File: src/sv/tls_record_deframer_unit_assert.svh
`ifndef TLS_RECORD_DEFRAMER_UNIT_ASSERT_SVH
`define TLS_RECORD_DEFRAMER_UNIT_ASSERT_SVH

// Flag a condition that must never hold out of reset.
`define TRD_ASSERT_NEVER(label, clk, rst_n, cond, msg) \
    label: assert property (@(posedge clk) disable iff (!rst_n) !(cond)) \
        else $error(msg);

// Flag a broken implication out of reset.
`define TRD_ASSERT_IMPLY(label, clk, rst_n, ante, cons, msg) \
    label: assert property (@(posedge clk) disable iff (!rst_n) (ante) |-> (cons)) \
        else $error(msg);

`endif

File: src/sv/trd_pkg.sv
package trd_pkg;

    localparam int HDR_BYTES  = 5;
    localparam int HST_W      = $clog2(HDR_BYTES - 1);
    localparam int HIDX_W     = $clog2(HDR_BYTES);
    localparam int LEN_W      = 17;
    localparam int FIFO_DEPTH = 4;
    localparam int FIFO_AW    = $clog2(FIFO_DEPTH);
    localparam int TDATA_W    = 32;
    localparam int TUSER_W    = 3;

    localparam logic [15:0] SSL2_LEN_MASK = 16'h7FFF;
    localparam logic [LEN_W-1:0] SSL2_LEN_ADJ = LEN_W'(2);
    localparam logic [LEN_W-1:0] HDR_LEN = LEN_W'(HDR_BYTES);

    typedef logic [7:0] byte_t;

    typedef struct packed {
        logic                          is_hdr;
        logic                          last;
        logic                          legacy;
        logic                          short_rec;
        logic [LEN_W-1:0]              total;
        logic [HDR_BYTES-1:0][7:0]     data;
    } entry_t;

    typedef struct packed {
        logic full;
        logic empty;
    } fifo_stat_t;

endpackage

File: src/sv/tls_record_deframer_unit.sv
// A body byte leaves through a queue entry and then the output register.
// A header leaves as HDR_BYTES words, all from the one queue entry pushed with its last byte.
// Throughput: one word per cycle in and out while m_tready is high; the input stalls only
// when the 4-entry queue fills. Reset: rst_n is asynchronous, active low; clears the byte
// count, length, format flag, queue pointers and output valid. Header bytes are not cleared.
module tls_record_deframer_unit
(
    input  logic                         clk,
    input  logic                         rst_n,
    input  logic                         s_tvalid,
    output logic                         s_tready,
    input  logic [7:0]                   s_tdata,  // in_byte
    output logic                         m_tvalid,
    input  logic                         m_tready,
    output logic [trd_pkg::TDATA_W-1:0]  m_tdata,  // out_byte, rec_length, zero pad
    output logic                         m_tlast,  // rec_last
    output logic [trd_pkg::TUSER_W-1:0]  m_tuser   // rec_first, legacy_format, short_record
);
    import trd_pkg::*;

    fifo_stat_t stat;
    logic       push;
    logic       pop;
    entry_t     push_entry;
    entry_t     head;

    trd_front u_front
    (
        .clk        (clk),
        .rst_n      (rst_n),
        .s_tvalid   (s_tvalid),
        .s_tready   (s_tready),
        .s_tdata    (s_tdata),
        .stat       (stat),
        .push       (push),
        .push_entry (push_entry)
    );

    trd_fifo u_fifo
    (
        .clk        (clk),
        .rst_n      (rst_n),
        .push       (push),
        .push_entry (push_entry),
        .pop        (pop),
        .head       (head),
        .stat       (stat)
    );

    trd_back u_back
    (
        .clk      (clk),
        .rst_n    (rst_n),
        .head     (head),
        .stat     (stat),
        .pop      (pop),
        .m_tvalid (m_tvalid),
        .m_tready (m_tready),
        .m_tdata  (m_tdata),
        .m_tlast  (m_tlast),
        .m_tuser  (m_tuser)
    );

endmodule

File: src/sv/trd_front.sv
module trd_front
(
    input  logic               clk,
    input  logic               rst_n,
    input  logic               s_tvalid,
    output logic               s_tready,
    input  logic [7:0]         s_tdata,   // in_byte
    input  trd_pkg::fifo_stat_t stat,
    output logic               push,
    output trd_pkg::entry_t    push_entry
);
    import trd_pkg::*;

    logic [LEN_W-1:0]         byte_count_reg, byte_count_next;
    logic [LEN_W-1:0]         record_total_reg, record_total_next;
    logic                     legacy_reg, legacy_next;
    logic [HDR_BYTES-2:0][7:0] hdr_reg;

    logic             accept;
    logic             in_hdr;
    logic             hdr_done;
    logic             dec_legacy;
    logic [LEN_W-1:0] dec_total;
    logic             body_last;
    logic [LEN_W:0]   count_inc;

    assign s_tready = !stat.full;
    assign accept   = s_tvalid && s_tready;
    assign in_hdr   = byte_count_reg < HDR_LEN;
    assign hdr_done = byte_count_reg == LEN_W'(HDR_BYTES - 1);
    assign count_inc = {1'b0, byte_count_reg} + (LEN_W + 1)'(1);

    always_comb
    begin
        dec_legacy = hdr_reg[0][7];
        if (dec_legacy)
        begin
            dec_total = {1'b0, {hdr_reg[0], hdr_reg[1]} & SSL2_LEN_MASK} + SSL2_LEN_ADJ;
        end
        else
        begin
            dec_total = {1'b0, hdr_reg[HDR_BYTES-2], s_tdata} + HDR_LEN;
        end
    end

    assign body_last = count_inc >= {1'b0, record_total_reg};

    always_comb
    begin
        for (int i = 0; i < HDR_BYTES - 1; i++)
        begin
            push_entry.data[i] = hdr_reg[i];
        end
        push_entry.data[HDR_BYTES-1] = s_tdata;
        if (in_hdr)
        begin
            push_entry.is_hdr    = 1'b1;
            push_entry.last      = dec_total <= HDR_LEN;
            push_entry.legacy    = dec_legacy;
            push_entry.short_rec = dec_total < HDR_LEN;
            push_entry.total     = dec_total;
        end
        else
        begin
            push_entry.data[0]   = s_tdata;
            push_entry.is_hdr    = 1'b0;
            push_entry.last      = body_last;
            push_entry.legacy    = legacy_reg;
            push_entry.short_rec = 1'b0;
            push_entry.total     = record_total_reg;
        end
    end

    assign push = accept && (!in_hdr || hdr_done);

    always_comb
    begin
        byte_count_next   = byte_count_reg;
        record_total_next = record_total_reg;
        legacy_next       = legacy_reg;
        if (accept)
        begin
            if (in_hdr)
            begin
                if (hdr_done)
                begin
                    record_total_next = dec_total;
                    legacy_next       = dec_legacy;
                    byte_count_next   = (dec_total <= HDR_LEN) ? '0 : count_inc[LEN_W-1:0];
                end
                else
                begin
                    byte_count_next = count_inc[LEN_W-1:0];
                end
            end
            else
            begin
                byte_count_next = body_last ? '0 : count_inc[LEN_W-1:0];
            end
        end
    end

    always_ff @(posedge clk or negedge rst_n)
    begin
        if (!rst_n)
        begin
            byte_count_reg   <= '0;
            record_total_reg <= '0;
            legacy_reg       <= 1'b0;
        end
        else
        begin
            byte_count_reg   <= byte_count_next;
            record_total_reg <= record_total_next;
            legacy_reg       <= legacy_next;
        end
    end

    // hold header bytes until the header completes
    always_ff @(posedge clk)
    begin
        if (accept && in_hdr && !hdr_done)
        begin
            hdr_reg[byte_count_reg[HST_W-1:0]] <= s_tdata;
        end
    end

endmodule

File: src/sv/trd_fifo.sv
`include "tls_record_deframer_unit_assert.svh"

module trd_fifo
(
    input  logic                clk,
    input  logic                rst_n,
    input  logic                push,
    input  trd_pkg::entry_t     push_entry,
    input  logic                pop,
    output trd_pkg::entry_t     head,
    output trd_pkg::fifo_stat_t stat
);
    import trd_pkg::*;

    entry_t               mem [FIFO_DEPTH];
    logic [FIFO_AW-1:0]   wr_ptr_reg, wr_ptr_next;
    logic [FIFO_AW-1:0]   rd_ptr_reg, rd_ptr_next;
    logic [FIFO_AW:0]     count_reg, count_next;

    assign stat.full  = count_reg == (FIFO_AW + 1)'(FIFO_DEPTH);
    assign stat.empty = count_reg == '0;
    assign head       = mem[rd_ptr_reg];

    always_comb
    begin
        wr_ptr_next = push ? wr_ptr_reg + FIFO_AW'(1) : wr_ptr_reg;
        rd_ptr_next = pop ? rd_ptr_reg + FIFO_AW'(1) : rd_ptr_reg;
        count_next  = count_reg;
        case ({push, pop})
            2'b10:   count_next = count_reg + (FIFO_AW + 1)'(1);
            2'b01:   count_next = count_reg - (FIFO_AW + 1)'(1);
            default: count_next = count_reg;
        endcase
    end

    always_ff @(posedge clk or negedge rst_n)
    begin
        if (!rst_n)
        begin
            wr_ptr_reg <= '0;
            rd_ptr_reg <= '0;
            count_reg  <= '0;
        end
        else
        begin
            wr_ptr_reg <= wr_ptr_next;
            rd_ptr_reg <= rd_ptr_next;
            count_reg  <= count_next;
        end
    end

    always_ff @(posedge clk)
    begin
        if (push)
        begin
            mem[wr_ptr_reg] <= push_entry;
        end
    end

    `TRD_ASSERT_NEVER(a_no_overflow, clk, rst_n, push && stat.full, "push into full queue")
    `TRD_ASSERT_NEVER(a_no_underflow, clk, rst_n, pop && stat.empty, "pop from empty queue")
    `TRD_ASSERT_NEVER(a_count_range, clk, rst_n, count_reg > (FIFO_AW + 1)'(FIFO_DEPTH), "queue count out of range")

endmodule

File: src/sv/trd_back.sv
`include "tls_record_deframer_unit_assert.svh"

module trd_back
(
    input  logic                         clk,
    input  logic                         rst_n,
    input  trd_pkg::entry_t              head,
    input  trd_pkg::fifo_stat_t          stat,
    output logic                         pop,
    output logic                         m_tvalid,
    input  logic                         m_tready,
    output logic [trd_pkg::TDATA_W-1:0]  m_tdata,  // out_byte, rec_length, zero pad
    output logic                         m_tlast,  // rec_last
    output logic [trd_pkg::TUSER_W-1:0]  m_tuser   // rec_first, legacy_format, short_record
);
    import trd_pkg::*;

    logic [HIDX_W-1:0]  hidx_reg, hidx_next;
    logic               m_tvalid_reg, m_tvalid_next;
    logic [TDATA_W-1:0] m_tdata_reg;
    logic               m_tlast_reg;
    logic [TUSER_W-1:0] m_tuser_reg;

    logic   load;
    logic   seg_end;
    byte_t  sel_byte;
    logic   word_first;
    logic   word_last;
    logic   word_short;

    assign load     = (!m_tvalid_reg || m_tready) && !stat.empty;
    assign seg_end  = !head.is_hdr || hidx_reg == HIDX_W'(HDR_BYTES - 1);
    assign pop      = load && seg_end;
    assign sel_byte = head.is_hdr ? head.data[hidx_reg] : head.data[0];

    assign word_first = head.is_hdr && hidx_reg == '0;
    assign word_last  = head.last && seg_end;
    assign word_short = head.is_hdr && head.short_rec;

    always_comb
    begin
        hidx_next     = hidx_reg;
        m_tvalid_next = m_tvalid_reg;
        if (load)
        begin
            hidx_next     = seg_end ? '0 : hidx_reg + HIDX_W'(1);
            m_tvalid_next = 1'b1;
        end
        else if (m_tready)
        begin
            m_tvalid_next = 1'b0;
        end
    end

    always_ff @(posedge clk or negedge rst_n)
    begin
        if (!rst_n)
        begin
            hidx_reg     <= '0;
            m_tvalid_reg <= 1'b0;
        end
        else
        begin
            hidx_reg     <= hidx_next;
            m_tvalid_reg <= m_tvalid_next;
        end
    end

    always_ff @(posedge clk)
    begin
        if (load)
        begin
            m_tdata_reg <= {(TDATA_W - LEN_W - 8)'(0), head.total, sel_byte};
            m_tlast_reg <= word_last;
            m_tuser_reg <= {word_short, head.legacy, word_first};
        end
    end

    assign m_tvalid = m_tvalid_reg;
    assign m_tdata  = m_tdata_reg;
    assign m_tlast  = m_tlast_reg;
    assign m_tuser  = m_tuser_reg;

    `TRD_ASSERT_IMPLY(a_idx_idle_on_body, clk, rst_n, !stat.empty && !head.is_hdr, hidx_reg == '0, "header index left mid-burst")
    `TRD_ASSERT_NEVER(a_idx_range, clk, rst_n, hidx_reg > HIDX_W'(HDR_BYTES - 1), "header index out of range")

endmodule

File: config.mk
export PLATFORM = sky130hd
export DESIGN_NAME = tls_record_deframer_unit
export DESIGN_NICKNAME = d
export VERILOG_FILES = /design/src/sv/trd_pkg.sv /design/src/sv/tls_record_deframer_unit.sv /design/src/sv/trd_front.sv /design/src/sv/trd_fifo.sv /design/src/sv/trd_back.sv
export VERILOG_INCLUDE_DIRS = /design/src /design/src/sv
export SDC_FILE = /design/constraint.sdc
export NUM_CORES = 1
export LEC_CHECK = 0
export BUFFER_PORTS_ARGS = -buffer_cell sky130_fd_sc_hd__buf_2
export CAP_MARGIN = 20
export CELL_PAD_IN_SITES_DETAIL_PLACEMENT = 0
export CELL_PAD_IN_SITES_GLOBAL_PLACEMENT = 1
export CORE_MARGIN = 2
export CORE_UTILIZATION = 57
export CTS_CLUSTER_DIAMETER = 200
export DETAILED_ROUTE_END_ITERATION = 6
export PLACE_DENSITY = 0.91
export SYNTH_ARGS = -nofsm -noshare
export SYNTH_HDL_FRONTEND = slang
export SYNTH_SLANG_ARGS = --single-unit
File: constraint.sdc
create_clock -name clk -period 6.01 [get_ports clk]
set_clock_uncertainty 0.05 [all_clocks]
set_input_delay 0.9015 -clock clk [delete_from_list [all_inputs] [get_ports clk]]
set_output_delay 0.9015 -clock clk [all_outputs]
set_load 0.02 [all_outputs]
# Word-level counts from Yosys, hierarchy flattened
# Memory sizes are Yosys's and may differ from the RTL's.
# Index checks and enable logic that the tools add are counted.
dict set report word_totals {
  reg_bits 107
  ram_bits 244
  input_bits 12
  output_inout_bits 38
  elab_cells 79
  mem_count 1
}
# memory words word_bits rd rd_clocked_by_memory_dff wr line_no
set mem_list {}
lappend mem_list {u_fifo.mem 4 61 1 0 1 trd_fifo.sv:15} ;# entry_t mem [FIFO_DEPTH];
dict set report classes {
  add_sub_neg 8
  magnitude_cmp 7
  eq_ne 5
  mux 19
  n_reduce_logical 24
}
# operator count
set ops {}
lappend ops {{$mux 17} 5}
lappend ops {{$lt 17x3->1 const B} 2}
lappend ops {{$bwmux 32} 1}
lappend ops {{$mux 8} 4}
lappend ops {{$bmux 8 s3} 1}
lappend ops {{$mux 21} 1}
lappend ops {{$add 17x1->18 const B} 1}
lappend ops {{$ge 18x17->1} 1}
lappend ops {{$add 16x3->17 const B} 1}
lappend ops {{$eq 17x3->1 const B} 1}
lappend ops {{$le 17x3->1 const B} 1}
lappend ops {{$add 15x2->16 const B} 1}
lappend ops {{$demux 8 s2} 1}
lappend ops {{$logic_and 1x1->1} 10}
lappend ops {{$add 3x1->3 const B} 2}
lappend ops {{$eq 3x3->1 const B} 2}
lappend ops {{$logic_not 1->1} 6}
lappend ops {{$logic_not 3->1} 2}
lappend ops {{$pmux 3 s2} 1}
lappend ops {{$add 2x1->2 const B} 2}
lappend ops {{$lt 3x4->1 const B} 1}
lappend ops {{$mux 1} 4}
lappend ops {{$reduce_bool 2->1} 2}
lappend ops {{$logic_or 1x1->1} 3}
lappend ops {{other kinds (7)} 7}

# Longest topological paths before layout
# Gate-level depths: netlist (run 1).
dict set report depth {
  depth_word 6
  depth_mapped 18
  depth_no_buf 15
}

# Modules after synthesis
# From an unflattened synthesis (run 1), not the netlist that was laid out.
dict set report unflattened {
  hier_cells 998
  hier_area_um2 15514.9
}
# mod instances cells_per_inst area_per_inst_um2 seq_area_each_um2
set by_module_without_submodules {}
lappend by_module_without_submodules {trd_fifo 1 355 9273.9 7502.2}
lappend by_module_without_submodules {trd_front 1 521 4645.7 1836.8}
lappend by_module_without_submodules {trd_back 1 122 1595.3 970.9}

# Worst setup path after synthesis (run 1)
# No wires, ideal clock.
dict set report synth_timing {
  path_kind {input to register}
  startpoint {input s_tvalid}
  endpoint {memory u_fifo.mem[0][0] (netlist bit) (enable)}
  setup_ps 425
  t_arrival_ps 3027
  setup_slack_ps 2508
  stages 4
  path_buffers 1
  path_cell_list {nand2_1 > clkbuf_1 > a21oi_1 > and2_1}
}
dict set report synth_via {
  elab_chain_cells 4
}
# item line_no
set synth_rtl {}
lappend synth_rtl {{start: declaration} tls_record_deframer_unit.sv:10} ;# input logic s_tvalid,
lappend synth_rtl {{$logic_and 1x1->1} trd_front.sv:28} ;# assign accept = s_tvalid && s_tready;
lappend synth_rtl {{$logic_and 1x1->1} trd_front.sv:74} ;# assign push = accept && (!in_hdr || hdr_done);
lappend synth_rtl {{$mux 1} trd_fifo.sv:54} ;# if (push)
lappend synth_rtl {{$mux 1 (implied by the code)} trd_fifo.sv:56} ;# mem[wr_ptr_reg] <= push_entry;
lappend synth_rtl {{end: declaration} trd_fifo.sv:15}
# Every way passes these cells.

# Worst setup path after layout (run 1)
dict set report layout_timing {
  startpoint {register u_front.byte_count_reg[0]}
  endpoint {register u_front.byte_count_reg[2]}
}
dict set report layout_via {
  elab_chain_cells 4
  word_cells_on_any_way 8
  cone_classes {1 x add/sub; 2 x order compare; 1 x eq/ne; 4 x mux}
}
# item line_no
set layout_rtl {}
lappend layout_rtl {{start: declaration} trd_front.sv:14} ;# logic [LEN_W-1:0] byte_count_reg, byte_count_next;
lappend layout_rtl {{start signal: assignment} trd_front.sv:113} ;# byte_count_reg <= byte_count_next;
lappend layout_rtl {{$add 17x1->18} trd_front.sv:31} ;# assign count_inc = {1'b0, byte_count_reg} + (LEN_W + 1)'(1);
lappend layout_rtl {{$ge 18x17->1 / $mux 17 (equally long branches)} {trd_front.sv:46, trd_front.sv:89}}
lappend layout_rtl {{$mux 17, on equally long branches} {trd_front.sv:98, trd_front.sv:85}}
lappend layout_rtl {{$mux 17 *} trd_front.sv:83} ;# if (in_hdr)
# Every way passes the cells marked *; elsewhere a longest branch is shown, timed or not.
# A chain may end at the register's enable or synchronous reset.

==> run summary, run 1 <==
Status - finished, final reports clean
Post-Synthesis Cells - 961
Crit path max-delay family - simple AND/OR/NAND/NOR gates
Synth area leader - edfxtp_1
Top cells by count, synth - edfxtp_1 (305), nand2_1 (109), mux4_2 (69)
Dpl cell area - 15,600 sq um
Final Cycle Share - 0.6153
Reg2reg end - u_front.byte_count_reg[2]$_DFFE_PN0P_
DP HPWL - 20.90 mm
Yosys warns - 0
Logic pwr share - 0.251
Antenna cells - 0
Most frequent CP cell - ha_1
Largest net degree at the start of global routing - 63
Top-count cell post-synth - edfxtp_1
Synth unique cells - 64
Post-CTS resize count - 0
Detailed-route wire length per cell - 23.79 um
EDFF count, synth - 305
Sw Ratio - 0.2938
Max Fclk - 270.4 MHz
Reg2reg path depth - 16
Die Area - 27,660 sq um
Routed met3 length - 2.967 mm
Via count - 8,655
Area grow syn2layout - 11.56%
Setup slack after layout - 2.312 ns
Ranking of synthesized cells by area - edfxtp_1 (61%), mux4_2 (10%), dfrtp_1 (7.7%), nand2_1 (2.7%), ha_1 (2.5%)
Antenna-violating nets left - 0
FF+latch count, synth - 351
Max-cap viol count - 0
Cts bufs inserted - 36
Kind of critical path - reg -> reg
Final core utilization - 0.6446
Net switching component of the power - 2.201 mW
CP required - 6.40 ns
Hold buffers post-CTS - 0
Net count, final - 1,060
GRT Util Overall - 0.2422
Max-slew violations - 0
Slowest-stage cell, CP - dfrtp_1
DP Worst Slack - 2.199 ns
DR vias/cell - 6.281
CTS clock-pin slew for the worst setup and hold paths - 0.06 ns
Pleak - 5.899 nW
Main synth FF type - edfxtp_1
Die height - 166.3 um
Max IR drop VDD - 516.7 uV
Floorplan core area - 25,980 sq um
DRT met1 WL - 13.23 mm
Sum Neg Setup Slack - 0 ns
Seq/Total Area, Yosys - 0.6866
Die width - 166.3 um
Post-synth top area share - 0.6099
Worst EP arrival - 4.09 ns
CTS tree - built
I/O pin cnt - 50
Final instance area - 16,750 sq um
Drt total wl - 32.79 mm
Int Power - 5.292 mW
I/O Buffers - 42
Starting density of the core - 0.5779
Postcts setup bufs - 0
Pwr dens - 447.3 nW/um^2
Asr flop ratio synth - 0.1311
RSZ-0062 raised after global routing - false
GPL Wtd Cong - 0.8897
Crit path cell chain - ha_1 -> and2_1 -> nand2_1 -> nor2_1 -> nand3_1 -> xor2_1 -> inv_1 -> ha_1 -> a211oi_1 -> o21ai_0 -> o211ai_1 -> and3b_1 -> a221oi_1 -> buf_4 -> or3b_2 -> o21ai_1
DR WL met2 - 15.37 mm
Gr ovfl total - 0
Crit-path max cell delay - 0.49 ns
Rel. slew slack - 0.2805
Critical path startpoint category - flop
Core Rows - 59
Design Power - 7.493 mW
Vias in the first global route - 8,602
H-tree levels - 2
Initial antenna violation count - 0
Tightest Pin Transition - 1.079 ns
DRT iter0 DRCs - 896
First-pass GRT wire length - 50.67 mm
DRC viols - 0
CP Max Fanout - 20
Max reg flops - 244
Clock Latency Late Sink - 0.52 ns
Share of layout cells above drive strength 1 - 0.1898
Clock Power Share - 0.290
Tmin final - 3.698 ns
Final hold vios - 0
Sequential share of power - 0.459
Average size of a mapped cell - 15.63 sq um
Crit path buf inv count - 2
Drt first pass iters - 5
Top Layer Used - met4
Setup violators final - 0
Root Buffer - clkbuf_16
Clock Sinks - 351
Clock Path Buffers - 3
Flop-to-flop setup slack - 2.31 ns
Type of the most critical hold path - in -> async
Synth Cell Area - 15,020 sq um
Crit path capture type - flop
RR Startpoint - u_front.byte_count_reg[0]$_DFFE_PN0P_
cell type report:
cell class	count	area, sq um
sequential	351	10310
fill	1758	9234
timing repair buffer	61	352.8
multi-input combinational	524	4354
inverter	43	161.4
clock inverter	17	206.4
clock buffer	47	942.2
tap	335	419.2
per-layer routing:
layer,vias to the layer above,track usage
met5,-,0
met4,0,0.09145
met3,82,0.05195
met2,440,0.3787
met1,4336,0.3413
li1,3797,-
cells in the final DEF (no fill, tap or decap), types with 7 or more instances in the layout:
cell,n
edfxtp_1,305
nand2_1,109
mux4_2,69
o21ai_0,68
dfrtp_1,44
buf_2,42
inv_1,41
clkbuf_16,36
nor2_1,33
ha_1,30
xnor2_1,26
nor3_1,19
buf_4,18
nand3_1,17
nand4_1,16
xor2_1,14
a21oi_1,12
clkbuf_1,11
a31oi_1,9
nor4_1,8
conb_1,7
stage by stage:
step | cells | hold WS, ns
global route | 1378 | 0.4680
CTS | 1377 | 0.4436
global placement | 1313 | 0.4164
detailed placement | 1313 | 0.4274
finish | 1378 | 0.4288
floorplan | 967 | 0.3998
logic make-up (layout without fill, tap and decap cells):
| family | Yosys count | in the layout | synth area share |
|---|---|---|---|
| multiplexers | 76 | 76 | 0.1083 |
| buffers and inverters | 92 | 168 | 0.02558 |
| AO/OA/AOI/OAI | 130 | 130 | 0.05308 |
| XOR/XNOR | 40 | 40 | 0.02333 |
| other | 1 | 7 | 0.0002497 |
| AND/OR/NAND/NOR | 240 | 240 | 0.07649 |
| adder cells (fa/ha/maj) | 31 | 31 | 0.02633 |
| flip-flops | 351 | 351 | 0.6866 |
power by group through the flow:
stage	logic, mW	registers (mW)	clock network, mW
2_1_floorplan	1.30	3.49	0
3_3_place_gp	1.84	3.44	0
3_5_place_dp	1.88	3.48	0
4_1_cts	1.90	3.45	2.20
5_1_grt	2.03	3.48	2.29
6_report	1.88	3.44	2.18
worst max-delay path by stage:
stage	from	end	cells past startpoint
floorplan	s_tvalid	u_fifo.mem[0][0]$_DFFE_PP_	4
global placement	s_tdata[4]	u_fifo.mem[0][59]$_DFFE_PP_	7
detailed placement	s_tdata[4]	u_fifo.mem[3][59]$_DFFE_PP_	7
CTS	u_front.byte_count_reg[0]$_DFFE_PN0P_	u_front.byte_count_reg[2]$_DFFE_PN0P_	16
global route	u_front.byte_count_reg[0]$_DFFE_PN0P_	u_front.byte_count_reg[2]$_DFFE_PN0P_	16
finish	u_front.byte_count_reg[0]$_DFFE_PN0P_	u_front.byte_count_reg[2]$_DFFE_PN0P_	16
Power figures use the tool's default switching activity.
==> run 2: changes to the inputs <==
--- a/config.mk
+++ b/config.mk
@@ -11,10 +11,10 @@
 export CELL_PAD_IN_SITES_DETAIL_PLACEMENT = 0
 export CELL_PAD_IN_SITES_GLOBAL_PLACEMENT = 1
 export CORE_MARGIN = 2
-export CORE_UTILIZATION = 57
+export CORE_UTILIZATION = 48
 export CTS_CLUSTER_DIAMETER = 200
 export DETAILED_ROUTE_END_ITERATION = 6
-export PLACE_DENSITY = 0.91
+export PLACE_DENSITY = 0.82
 export SYNTH_ARGS = -nofsm -noshare
 export SYNTH_HDL_FRONTEND = slang
 export SYNTH_SLANG_ARGS = --single-unit
==> constraint.sdc (replaced) <==
create_clock -name clk -period 3.4 [get_ports clk]
set_clock_uncertainty 0.05 [all_clocks]
set_input_delay 0.51 -clock clk [delete_from_list [all_inputs] [get_ports clk]]
set_output_delay 0.51 -clock clk [all_outputs]
set_load 0.02 [all_outputs]
==> run 2 against run 1 <==
Effect of this change: clock power increased by 79%; setup slack got worse by 2.1 ns; sequential power increased by 72%; non-clock buffer count increased by 33; sequential share of layout area decreased by 1.5 points; flip-flop and latch count unchanged; worst hold slack got worse by 0.35 ns; highest routed layer unchanged.
==> run summary, run 2 (synthesized netlist as in run 1, its figures left out) <==
DRC viols - 0 (unchanged)
Final hold vios - 0 (unchanged)
Vias in the first global route - 8,489 (-1.3%)
DP HPWL - 21.14 mm (+1.1%)
Worst EP arrival - 3.55 ns (-0.54 ns)
Final Cycle Share - 0.9398 (+0.3245)
Setup slack after layout - 0.2048 ns (-2.107 ns)
Antenna-violating nets left - 0 (unchanged)
CTS clock-pin slew for the worst setup and hold paths - 0.06 ns (about the same)
I/O pin cnt - 50 (unchanged)
Sw Ratio - 0.2896 (-0.004160)
Core Rows - 64 (+8.5%)
Die width - 180.9 um (+8.8%)
RR Startpoint - u_front.byte_count_reg[4]$_DFFE_PN0P_
Worst Hold Margin - 0.08107 ns (-0.3477 ns)
Rel. slew slack - 0.3747 (+0.09422)
Commonest non-fill, non-tap cell in the layout - edfxtp_1
Crit-path max cell delay - 0.44 ns (-0.05 ns)
DR vias/cell - 5.826 (-7.2%)
I/O Buffers - 42 (unchanged)
Most frequent cells in the layout - edfxtp_1 (305), nand2_1 (108), mux4_2 (69)
Max IR drop VDD - 422.9 uV (-18%)
Setup violators final - 0 (unchanged)
CP required - 3.75 ns (-2.65 ns)
Worst Setup SP - u_front.byte_count_reg[4]$_DFFE_PN0P_
DRT iter0 DRCs - 834 (-6.9%)
H-tree levels - 2 (unchanged)
DP Cell Count - 1,402 (+6.8%)
Gr ovfl total - 0 (unchanged)
Sum Neg Setup Slack - 0 ns (unchanged)
Antenna cells - 0 (unchanged)
Starting density of the core - 0.4896 (-0.08826)
Net switching component of the power - 3.886 mW (+77%)
Crit path cell chain - and4_1 -> and2_4 -> nand2_2 -> nor2_2 -> buf_4 -> xor2_1 -> ha_1 -> nand2_1 -> o21ai_0 -> o211ai_1 -> and3b_1 -> a221oi_1 -> buf_4 -> buf_4 -> o21ai_0 -> a22o_1
Crit path capture type - flop
Max Fclk - 313.0 MHz (+16%)
GRT Util Overall - 0.2033 (-0.03889)
Initial antenna violation count - 0 (unchanged)
Tightest Pin Transition - 0.9379 ns (-0.1413 ns)
Tmin final - 3.195 ns (-0.5026 ns)
Share of layout cells above drive strength 1 - 0.2247 (+0.03486)
Largest net degree at the start of global routing - 52 (-17%)
Design Power - 13.42 mW (+79%)
Max reg flops - 244 (unchanged)
Sequential share of power - 0.442 (-0.017)
Max-cap viol count - 0 (unchanged)
Kind of critical path - reg -> reg
Crit path buf inv count - 3 (+1)
Int Power - 9.534 mW (+80%)
Status - finished, final reports clean
Floorplan core area - 30,670 sq um (+18%)
Clock Sinks - 351 (unchanged)
Layout Cells excl Fill - 1,473 (+6.9%)
Crit path max-delay family - compound AO/OA/AOI/OAI gates
Drt total wl - 32.75 mm (-0.10%)
Pwr dens - 781.6 nW/um^2 (+75%)
Max-slew violations - 0 (unchanged)
Most frequent CP cell - buf_4
Logic pwr share - 0.268 (+0.017)
Clock Path Buffers - 3 (unchanged)
Pleak - 6.086 nW (+3.2%)
Type of the most critical hold path - in -> async
Net count, final - 1,094 (+3.2%)
Area grow syn2layout - 14.35%
Critical path startpoint category - flop
Cts bufs inserted - 37 (+2.8%)
First-pass GRT wire length - 50.55 mm (-0.24%)
Clock Power Share - 0.291 (about the same)
Drt first pass iters - 7 (+2)
Clock Latency Late Sink - 0.52 ns (about the same)
Root Buffer - clkbuf_16
Slowest-stage cell, CP - dfrtp_2
GPL Wtd Cong - 0.8551 (-3.9%)
Die Area - 32,710 sq um (+18%)
CTS tree - built
DP Worst Slack - 0.06706 ns (-2.132 ns)
Via count - 8,582 (-0.84%)
Detailed-route wire length per cell - 22.23 um (-6.5%)
CP Max Fanout - 10 (-50%)
Die height - 180.9 um (+8.8%)
## run 2: changes by cell type in the layout (fill, tap and decap cells not counted), sizes merged
cell      delta
clkinv       -1
inv          +1
buf         +34
clkbuf       +1
clkinvlp     -1
## run 2: final timing paths
| check | endpoint | slack (ns) | cells past startpoint |
|---|---|---|---|
| max reg2reg | u_front.byte_count_reg[13]$_DFFE_PN0P_ | 0.20 | 16 |
| max in group asynchronous | u_front.byte_count_reg[3]$_DFFE_PN0P_ | 2.48 | 2 |
| min | u_front.byte_count_reg[15]$_DFFE_PN0P_ | 0.08 | 1 |
| min in group clk | u_back.m_tvalid$_DFFE_PN0P_ | 0.18 | 4 |
| min reg2reg | u_back.m_tvalid$_DFFE_PN0P_ | 0.44 | 2 |
| max | u_front.byte_count_reg[13]$_DFFE_PN0P_ | 0.20 | 16 |
## run 2: cell type report
cell class | instances | area, sq um
Multi-Input combinational cell | 524 | 4384
Fill cell | 2378 | 13500
Sequential cell | 351 | 10320
Clock inverter | 16 | 187.7
Inverter | 43 | 161.4
Tap cell | 396 | 495.5
Clock buffer | 49 | 980.9
Timing Repair Buffer | 94 | 638.1
## run 2: per-stage QoR
step	util	area, sq um
after global placement	0.5191	15920
after detailed placement	0.5191	15920
final	0.5598	17170
after CTS	0.5572	17090
after global routing	0.5598	17170
after floorplan	-	15040
## run 2: what timing repair did
item,CTS,global route
hold buffers,0,0
endpoints found under the setup margin,0,15
resized for setup,0,14
buffers inserted,0,6
## run 2: worst register-to-register path, stage by stage, from the launching register on
cell and delay (ns):
dfrtp_2 0.44, and4_1 0.22, and2_4 0.17, nand2_2 0.11, nor2_2 0.06, buf_4 0.14, xor2_1 0.15, ha_1 0.27
nand2_1 0.05, o21ai_0 0.18, o211ai_1 0.12, and3b_1 0.19, a221oi_1 0.26, buf_4 0.22, buf_4 0.13, o21ai_0 0.06
a22o_1 0.26
## run 2: routing by layer
layer / part of all wire / vias to the layer above / GRT usage
li1: - / 3866 / -
met1: 0.44 / 4371 / 0.3019
met2: 0.47 / 293 / 0.3157
met3: 0.065 / 52 / 0.02862
met4: 0.024 / 0 / 0.06065
met5: 0 / - / 0
## run 2: power groups by stage
stage               Combinational, mW  Sequential (mW)  Clock [mW]
floorplan                        2.29             6.17           0
detailed placement               3.59             6.00           0
CTS                              3.62             5.93        3.96
global route                     3.90             6.00        4.11
global placement                 3.53             5.95           0
finish                           3.59             5.93        3.90
==> run 3: changes to the inputs <==
--- a/config.mk
+++ b/config.mk
@@ -6,15 +6,16 @@
 export SDC_FILE = /design/constraint.sdc
 export NUM_CORES = 1
 export LEC_CHECK = 0
+export ABC_AREA = 1
 export BUFFER_PORTS_ARGS = -buffer_cell sky130_fd_sc_hd__buf_2
 export CAP_MARGIN = 20
 export CELL_PAD_IN_SITES_DETAIL_PLACEMENT = 0
 export CELL_PAD_IN_SITES_GLOBAL_PLACEMENT = 1
 export CORE_MARGIN = 2
-export CORE_UTILIZATION = 48
+export CORE_UTILIZATION = 50
 export CTS_CLUSTER_DIAMETER = 200
 export DETAILED_ROUTE_END_ITERATION = 6
-export PLACE_DENSITY = 0.82
+export PLACE_DENSITY = 0.85
 export SYNTH_ARGS = -nofsm -noshare
 export SYNTH_HDL_FRONTEND = slang
 export SYNTH_SLANG_ARGS = --single-unit
==> constraint.sdc (replaced) <==
create_clock -name clk -period 3.3 [get_ports clk]
set_clock_uncertainty 0.05 [all_clocks]
set_input_delay 0.495 -clock clk [delete_from_list [all_inputs] [get_ports clk]]
set_output_delay 0.495 -clock clk [all_outputs]
set_load 0.02 [all_outputs]
==> run 3 against run 2 <==
Effect of this change: utilization is 1.1 points higher; largest cell class unchanged; synthesized cell count up 47%; non-clock buffer count decreased by 16; first-iteration DRC count increased by 33%; via count grew 23%; final area rose by 1.9%; worst hold slack lost 0.071 ns; register-to-register slack better by 0.03 ns.
==> run summary, run 3 <==
Via count - 10,590 (+23%)
H-tree levels - 2 (unchanged)
Max-slew violations - 0 (unchanged)
Die width - 180.5 um (-0.22%)
Status - finished, final reports clean
Floorplan core area - 30,670 sq um (unchanged)
Max reg flops - 244 (unchanged)
Synth unique cells - 48 (-25%)
DRT iter0 DRCs - 1,112 (+33%)
Average size of a mapped cell - 11.04 sq um (-29%)
Seq/Total Area, Yosys - 0.6621 (-0.02455)
CTS clock-pin slew for the worst setup and hold paths - 0.06 ns (about the same)
Net count, final - 1,510 (+38%)
DP HPWL - 23.30 mm (+10%)
Max-cap viol count - 0 (unchanged)
Yosys warns - 0 (unchanged)
Antenna cells - 0 (unchanged)
FF+latch count, synth - 351 (unchanged)
First-pass GRT wire length - 56.89 mm (+13%)
I/O Buffers - 42 (unchanged)
Area grow syn2layout - 12.40%
DP Worst Slack - 0.1816 ns (+0.1145 ns)
Antenna-violating nets left - 0 (unchanged)
Hold buffers post-CTS - 0 (unchanged)
Detailed-route wire length per cell - 19.21 um (-14%)
Clock Path Buffers - 3 (unchanged)
Cts bufs inserted - 37 (unchanged)
Initial antenna violation count - 0 (unchanged)
Post-Synthesis Cells - 1,411 (+47%)
Top-count cell post-synth - edfxtp_1
Commonest non-fill, non-tap cell in the layout - edfxtp_1
Asr flop ratio synth - 0.1311 (unchanged)
Most frequent cells in the layout - edfxtp_1 (305), nand2_1 (235), o21ai_0 (182)
Top cells by count, synth - edfxtp_1 (305), nand2_1 (235), o21ai_0 (182)
Tightest Pin Transition - 0.9906 ns (+0.05272 ns)
EDFF count, synth - 305 (unchanged)
Ranking of synthesized cells by area - edfxtp_1 (59%), dfrtp_1 (7.4%), o21ai_0 (5.8%), nand2_1 (5.7%), nor2_1 (4.1%)
DR vias/cell - 5.604 (-3.8%)
Clock Latency Late Sink - 0.53 ns (about the same)
Max Fclk - 326.0 MHz (+4.2%)
Fill count - 2,539 (+6.8%)
Drt first pass iters - 5 (-2)
Starting density of the core - 0.5078 (+0.01815)
Rel. slew slack - 0.3396 (-0.03515)
Critical path startpoint category - flop
Tmin final - 3.067 ns (-0.1278 ns)
Crit path capture type - flop
DRC viols - 0 (unchanged)
Die height - 180.5 um (-0.22%)
GPL Wtd Cong - 0.8876 (+3.8%)
Setup slack after layout - 0.2326 ns (+0.02776 ns)
CP required - 3.54 ns (-0.21 ns)
Clock Sinks - 351 (unchanged)
Synth Cell Area - 15,570 sq um (+3.7%)
CP Max Fanout - 9 (-1)
Final Cycle Share - 0.9295 (-0.01024)
Gr ovfl total - 0 (unchanged)
Drt total wl - 36.31 mm (+11%)
Type of the most critical hold path - in -> async
Flop-to-flop setup slack - 0.23 ns (+0.03 ns)
Final hold vios - 0 (unchanged)
GRT Util Overall - 0.2237 (+0.02042)
Multi-input gate area - 4539 sq um (+3.5%)
I/O pin cnt - 50 (unchanged)
CTS tree - built
Root Buffer - clkbuf_16
Largest net degree at the start of global routing - 114 (+120%)
Post-synth top area share - 0.5881 (-0.02181)
Setup violators final - 0 (unchanged)
Register area - 10,310 sq um (about the same)
Vias in the first global route - 10,170 (+20%)
Main synth FF type - edfxtp_1
Share of layout cells above drive strength 1 - 0.1185 (-0.1062)
Worst EP arrival - 3.31 ns (-0.24 ns)
Core Rows - 64 (unchanged)
Kind of critical path - reg -> reg
Die Area - 32,570 sq um (-0.43%)
Synth area leader - edfxtp_1
[run 3: cell count changes after synthesis, sizes merged, moves of 13 or more]
cell and delta:
nand3 +55, o22ai +37, nand2 +134, xnor2 -25
nor3 -13, buf +20, o211ai +18, nor2 +152
inv +78, o21ai +120, mux4 -69
[run 3: worst max-delay path: stages, from the launching register on]
cell and delay [ns]:
dfrtp_1 0.39, ha_2 0.24, nand3_2 0.10, inv_2 0.07
nand4_2 0.11, nor2_2 0.15, nand3_2 0.12, o21ai_0 0.18
inv_1 0.08, ha_1 0.30, nand4_1 0.11, o31a_1 0.32
nand2_1 0.07, nand2_1 0.04, nand2_1 0.10, nand2_4 0.12
o21ai_1 0.29
[run 3: worst paths after layout]
kind                                                       start                                      to  cells past startpoint
max in group asynchronous                                  rst_n  u_front.byte_count_reg[15]$_DFFE_PN0P_                      2
min in group clk                                      s_tdata[0]            u_front.hdr_reg[0]$_DFFE_PP_                      1
hold reg to reg                  u_fifo.count_reg[0]$_DFFE_PN0P_         u_fifo.count_reg[0]$_DFFE_PN0P_                      1
hold / removal                                             rst_n  u_front.byte_count_reg[12]$_DFFE_PN0P_                      1
setup reg to reg           u_front.byte_count_reg[1]$_DFFE_PN0P_             u_fifo.mem[1][59]$_DFFE_PP_                     16
setup / recovery           u_front.byte_count_reg[1]$_DFFE_PN0P_             u_fifo.mem[1][59]$_DFFE_PP_                     16
[run 3: stage by stage]
stage	utilization	hold slack (ns)	instances	cell area [sq um]	setup TNS, ns
floorplan	-	0.1494	1417	15610	-18.16
global placement	0.5306	0.4116	1820	16270	0
detailed placement	0.5306	0.4316	1820	16270	0
CTS	0.5692	0.02023	1886	17460	0
global route	0.5707	0.06396	1890	17500	-0.009185
finish	0.5707	0.01026	1890	17500	0
[run 3: cell type report]
type,instances,area share
Clock buffer,46,0.05604
Multi-Input combinational cell,877,0.2593
Inverter,122,0.02623
Timing Repair Buffer,78,0.02909
Sequential cell,351,0.5893
Tap cell,396,0.02831
Clock inverter,20,0.01165
[run 3: cell families (layout without fill, tap and decap cells)]
logic type      after synthesis  count (layout)  synth area share
compound gates              295             295            0.1069
xor+xnor                     16              16          0.009481
fa+ha+maj                    31              31           0.02539
buf+inv                     189             266           0.05158
flops                       351             351            0.6621
mux                           1               1         0.0007231
other cells                   1               7         0.0002408
simple gates                527             527            0.1437
[run 3: metal layers]
layer  GRT usage  wire (um)  part of all wire
met1      0.3228      16300              0.45
met3     0.03436       2451             0.068
met4     0.06097        719             0.020
met2      0.3563      16830              0.46
met5           0          0                 0
[run 3: timing repair]
item / CTS / global route
setup buffers: 0 / 4
setup endpoints to repair: 0 / 16
resized for setup: 0 / 5
Power of run 3 is left out: the tool's default activity adds up to more than one toggle a clock period on the data nets, which glitch-free logic cannot reach.
